### src/sv/swic_pkg.sv
// Shared widths, datapath command codes and control/status types.
package swic_pkg;

  localparam int MODE_W         = 2;
  localparam int VALUE_W        = 11;
  localparam int COUNT_W        = 19;
  localparam int CELL_W         = 11;
  localparam int TOTAL_W        = 20;
  localparam int RANK_LIMIT_DEF = 1024;

  localparam logic [MODE_W-1:0] MODE_ADD_LEFT  = 2'd0;
  localparam logic [MODE_W-1:0] MODE_DEL_LEFT  = 2'd1;
  localparam logic [MODE_W-1:0] MODE_ADD_RIGHT = 2'd2;
  localparam logic [MODE_W-1:0] MODE_DEL_RIGHT = 2'd3;

  localparam int OP_W = 4;
  localparam logic [OP_W-1:0] OP_NOP       = 4'd0;
  localparam logic [OP_W-1:0] OP_LOAD      = 4'd1;
  localparam logic [OP_W-1:0] OP_CLEAR     = 4'd2;
  localparam logic [OP_W-1:0] OP_QA_START  = 4'd3;
  localparam logic [OP_W-1:0] OP_QB_START  = 4'd4;
  localparam logic [OP_W-1:0] OP_UPD_START = 4'd5;
  localparam logic [OP_W-1:0] OP_QUERY     = 4'd6;
  localparam logic [OP_W-1:0] OP_UPDATE    = 4'd7;
  localparam logic [OP_W-1:0] OP_FINISH    = 4'd8;

  typedef struct packed {
    logic [OP_W-1:0] op;
  } dp_cmd_t;

  typedef struct packed {
    logic clr_done;
    logic upd_done;
    logic qry_done;
    logic in_range;
    logic remove;
    logic right_end;
    logic out_free;
  } dp_sts_t;

endpackage

### src/sv/swic_ctrl.sv
// Sequencer that orders the clearing pass, tree walks and result hand-off.
module swic_ctrl (
  input  logic              clk,
  input  logic              rst_n,
  input  logic              in_valid,
  output logic              in_ready,
  input  swic_pkg::dp_sts_t sts,
  output swic_pkg::dp_cmd_t cmd
);
  import swic_pkg::*;

  localparam logic [3:0] S_CLR  = 4'd0;
  localparam logic [3:0] S_IDLE = 4'd1;
  localparam logic [3:0] S_DISP = 4'd2;
  localparam logic [3:0] S_UPD0 = 4'd3;
  localparam logic [3:0] S_UPD  = 4'd4;
  localparam logic [3:0] S_QA0  = 4'd5;
  localparam logic [3:0] S_QA   = 4'd6;
  localparam logic [3:0] S_QB0  = 4'd7;
  localparam logic [3:0] S_QB   = 4'd8;
  localparam logic [3:0] S_FIN  = 4'd9;

  logic [3:0] state_r, state_nxt;

  assign in_ready = (state_r == S_IDLE);

  always_comb begin
    state_nxt = state_r;
    cmd.op    = OP_NOP;
    case (state_r)
      S_CLR: begin
        cmd.op = OP_CLEAR;
        if (sts.clr_done) begin
          state_nxt = S_IDLE;
        end
      end
      S_IDLE: begin
        if (in_valid) begin
          cmd.op    = OP_LOAD;
          state_nxt = S_DISP;
        end
      end
      S_DISP: begin
        if (!sts.in_range) begin
          state_nxt = S_FIN;
        end else if (sts.remove) begin
          state_nxt = S_UPD0;
        end else begin
          state_nxt = S_QA0;
        end
      end
      S_UPD0: begin
        cmd.op    = OP_UPD_START;
        state_nxt = S_UPD;
      end
      S_UPD: begin
        cmd.op = OP_UPDATE;
        if (sts.upd_done) begin
          state_nxt = sts.remove ? S_QA0 : S_FIN;
        end
      end
      S_QA0: begin
        cmd.op    = OP_QA_START;
        state_nxt = S_QA;
      end
      S_QA: begin
        cmd.op = OP_QUERY;
        if (sts.qry_done) begin
          if (sts.right_end) begin
            state_nxt = S_QB0;
          end else begin
            state_nxt = sts.remove ? S_FIN : S_UPD0;
          end
        end
      end
      S_QB0: begin
        cmd.op    = OP_QB_START;
        state_nxt = S_QB;
      end
      S_QB: begin
        cmd.op = OP_QUERY;
        if (sts.qry_done) begin
          state_nxt = sts.remove ? S_FIN : S_UPD0;
        end
      end
      S_FIN: begin
        if (sts.out_free) begin
          cmd.op    = OP_FINISH;
          state_nxt = S_IDLE;
        end
      end
      default: begin
        state_nxt = S_CLR;
      end
    endcase
  end

  always_ff @(posedge clk) begin
    if (!rst_n) begin
      state_r <= S_CLR;
    end else begin
      state_r <= state_nxt;
    end
  end

endmodule

### config.mk
export PLATFORM = sky130hd
export DESIGN_NAME = swic_ctrl
export DESIGN_NICKNAME = d
export VERILOG_FILES = /design/src/sv/swic_pkg.sv /design/src/sv/swic_ctrl.sv
export SDC_FILE = /design/constraint.sdc
export NUM_CORES = 1
export LEC_CHECK = 0
export BUFFER_PORTS_ARGS = -buffer_cell sky130_fd_sc_hd__buf_2
export CAP_MARGIN = 25
export CORE_UTILIZATION = 32
export CTS_CLUSTER_DIAMETER = 40
export DETAILED_ROUTE_END_ITERATION = 8
export SLEW_MARGIN = 20
export SYNTH_ARGS = -nofsm -noshare
export SYNTH_HDL_FRONTEND = slang
export SYNTH_SLANG_ARGS = --single-unit
export TNS_END_PERCENT = 20
### constraint.sdc
create_clock -name clk -period 1.8 [get_ports clk]
set_clock_uncertainty 0.15 [all_clocks]
set_input_delay 0.09 -clock clk [delete_from_list [all_inputs] [get_ports clk]]
set_output_delay 0.09 -clock clk [all_outputs]
set_load 0.01 [all_outputs]
==> results.py <==
metrics = {
    "cts": {
        "clk_latency_ns": 0.23,
        "cts_htree_levels": 1,
        "cts_buffer_depth": 2,
        "cts_root_buffer": "clkbuf_4",
        "clkSlewWorstSetupHoldPaths_ns": 0.04,
        "cts_tree": "done",
        "ctsHoldBuffers": 1,
        "numCtsBuffers": 3,
        "post-cts-setup-buffers": 0,
        "cts.sinks": 4,
        "post_cts_resized": 0,
    },
    "final_layout": {
        "seq_area_um2": 80.1,
        "final.fill_count": 147,
        "diodes": 0,
        "multi_input_area_um2": 350,
        "largest_register_ffs": 4,
        "nNetsFinal": 98,
        "layout-drive-gt1-share_pct": 31.4,
        "area_growth_pct": 33.3,
        "regMostFlops": "state_r",
        "top_regs": "state_r: 4 flops",
    },
    "worst_setup_path": {
        "cp-start-kind": "flop",
        "critPathKind": "reg2reg",
        "crit_arrival_ns": 1.66,
        "critPathMaxFanout": 7,
        "setup.worst_path.end_class": "flop",
        "cp_data_required_time_ns": 1.77,
    },
    "synthesis": {
        "ys_ff_latch": 4,
        "synth_flop_cell": "dfxtp_1",
        "syn_area_per_cell_um2": 7.28,
        "synth_nets": 75,
        "synth-seq-area-share_pct": 16.9,
        "synth_edf_count": 0,
        "synthArstFlopShare_pct": 0,
        "yosysUniqueCellTypes": 36,
        "yosys_warnings": 0,
        "synth_cells": 65,
        "synth_area_um2": 473,
    },
    "route": {
        "drt_iter0_drc": 23,
        "drtAntennaViolNets": 0,
        "wl_mm": 1.24,
        "vias": 566,
        "drc": 0,
        "vias_per_cell": 5.60,
        "first_pass_iters": 4,
        "wl_per_cell_um": 12.2,
    },
    "sta": {
        "max_slew_margin_pct": 71.9,
        "fin_crit_sh_pct": 93.9,
        "final_hold_viol_count": 0,
        "worstMarginPinSlew_ns": 0.421,
        "setup_tns_ns": 0,
        "maxSlewViolCount": 0,
        "post-route-min-period_ns": 1.69,
        "rsz0062_at_grt": "no",
        "max_freq_mhz": 592,
        "hold_slack_ns": 0.0576,
        "finalSetupViolCount": 0,
    },
    "job": {
        "maxCapViolCount": 0,
    },
    "die": {
        "start_util_pct": 35.5,
        "die_x_um": 40.4,
        "die_h_um": 40.4,
        "placementRows": 13,
        "io_pins": 15,
        "fp.coreArea_mm2": 0.00133,
        "die_area_mm2": 0.00164,
    },
    "min_path": {
        "hp-class": "in2reg",
    },
    "outcome": {
        "outcome": "finished clean",
    },
    "grt": {
        "grt_max_degree": 15,
        "grt.total_usage_pct": 18.7,
        "antenna_found_initial": 0,
        "grt_overflow": 0,
        "grt_pass1_wl_mm": 2.06,
        "grt_pass1_vias": 491,
    },
    "placed_design": {
        "post-dp-hpwl_um": 952,
        "io_buffers": 14,
        "gp_congestion": 0.816,
    },
    "pwr": {
        "cellPowerDensity_mw_per_mm2": 680,
        "vdd_drop_max_uv": 299,
        "p_leak_nw": 0.278,
    },
}
-- worst max-delay path, cell delays in order, from the launching register on --
cell and delay (ns):
dfxtp_1 0.36, or3b_4 0.40, a211o_1 0.31, and3_1 0.16, o211a_1 0.20
-- area by class of cell --
type                            instances  share of cell area [%]
Multi-Input combinational cell         52                    55.6
Tap cell                               15                    2.98
Clock buffer                            3                    3.57
Inverter                                3                    1.79
Timing Repair Buffer                   24                    23.4
Sequential cell                         4                    12.7
-- placed cells by master (no fill, tap or decap), drive strengths merged, types with 2 or more instances in the layout --
cell type / synthesis / layout
nor2b: 2 / 2
a22oi: 2 / 2
inv: 3 / 3
clkbuf: 4 / 3
and2: 2 / 2
buf: 2 / 23
nand4: 2 / 2
a21oi: 3 / 3
dfxtp: 4 / 4
nand2b: 2 / 2
nand2: 4 / 4
o21ai: 4 / 4
a21boi: 2 / 2
nor2: 5 / 5
mux2i: 2 / 2
and3: 2 / 2
nor4b: 2 / 2
-- through the flow --
step / utilization (%) / std cells / total power [mW] / setup slack, ns / cell area [um^2]
after global placement: 44.8 / 97 / 0.322 / 0.127 / 598
final: 47.3 / 101 / 0.429 / 0.110 / 631
after global routing: 47.3 / 101 / 0.467 / 0.0230 / 631
after detailed placement: 44.8 / 97 / 0.320 / 0.132 / 598
after CTS: 47.3 / 101 / 0.437 / 0.124 / 631
after floorplan: - / 65 / 0.243 / 0.0675 / 473
-- report_power, final --
| part | internal, mW | switching, mW |
|---|---|---|
| combinational | 0.102 | 0.111 |
| clock | 0.0743 | 0.0330 |
| sequential | 0.0984 | 0.0106 |
-- worst paths after layout --
| path | startpoint | end | slack, ns | cells past startpoint |
|---|---|---|---|---|
| setup / recovery | state_r[1] | state_r[1] | 0.11 | 4 |
| hold / removal | in_valid | state_r[0] | 0.06 | 4 |
| setup reg to reg | state_r[1] | state_r[1] | 0.11 | 4 |
| hold reg to reg | state_r[3] | state_r[3] | 0.60 | 4 |
-- Yosys cell counts (2+ instances only) --
library cell	instances	area share, %
nor4b_1	2	3.7
a21boi_1	2	3.2
nand2_1	4	3.2
nand4_1	2	2.6
a22oi_1	2	3.2
inv_1	3	2.4
nor2_1	5	4.0
clkbuf_1	4	3.2
o21ai_0	4	4.2
and2_1	2	2.6
and3_1	2	2.6
mux2i_1	2	4.2
nand2b_1	2	2.6
a21oi_1	3	3.2
nor2b_1	2	2.6
dfxtp_1	4	17
-- metal layers --
metal	vias to the layer above	track usage, %	wire length (um)
met5	-	0	0
met4	0	5.00	0
met3	0	5.00	34
met2	12	29.8	579
met1	262	24.5	623
li1	292	-	-
-- cells by family after synthesis --
family / count (synthesis) / synth area share [%]
AOI/OAI and AO/OA: 24 / 37.3
buffers and inverters: 9 / 8.99
DFF: 4 / 16.9
muxes: 2 / 4.23
and+or+nand+nor: 26 / 32.5
Note: power is estimated with default switching activity, not from simulation.
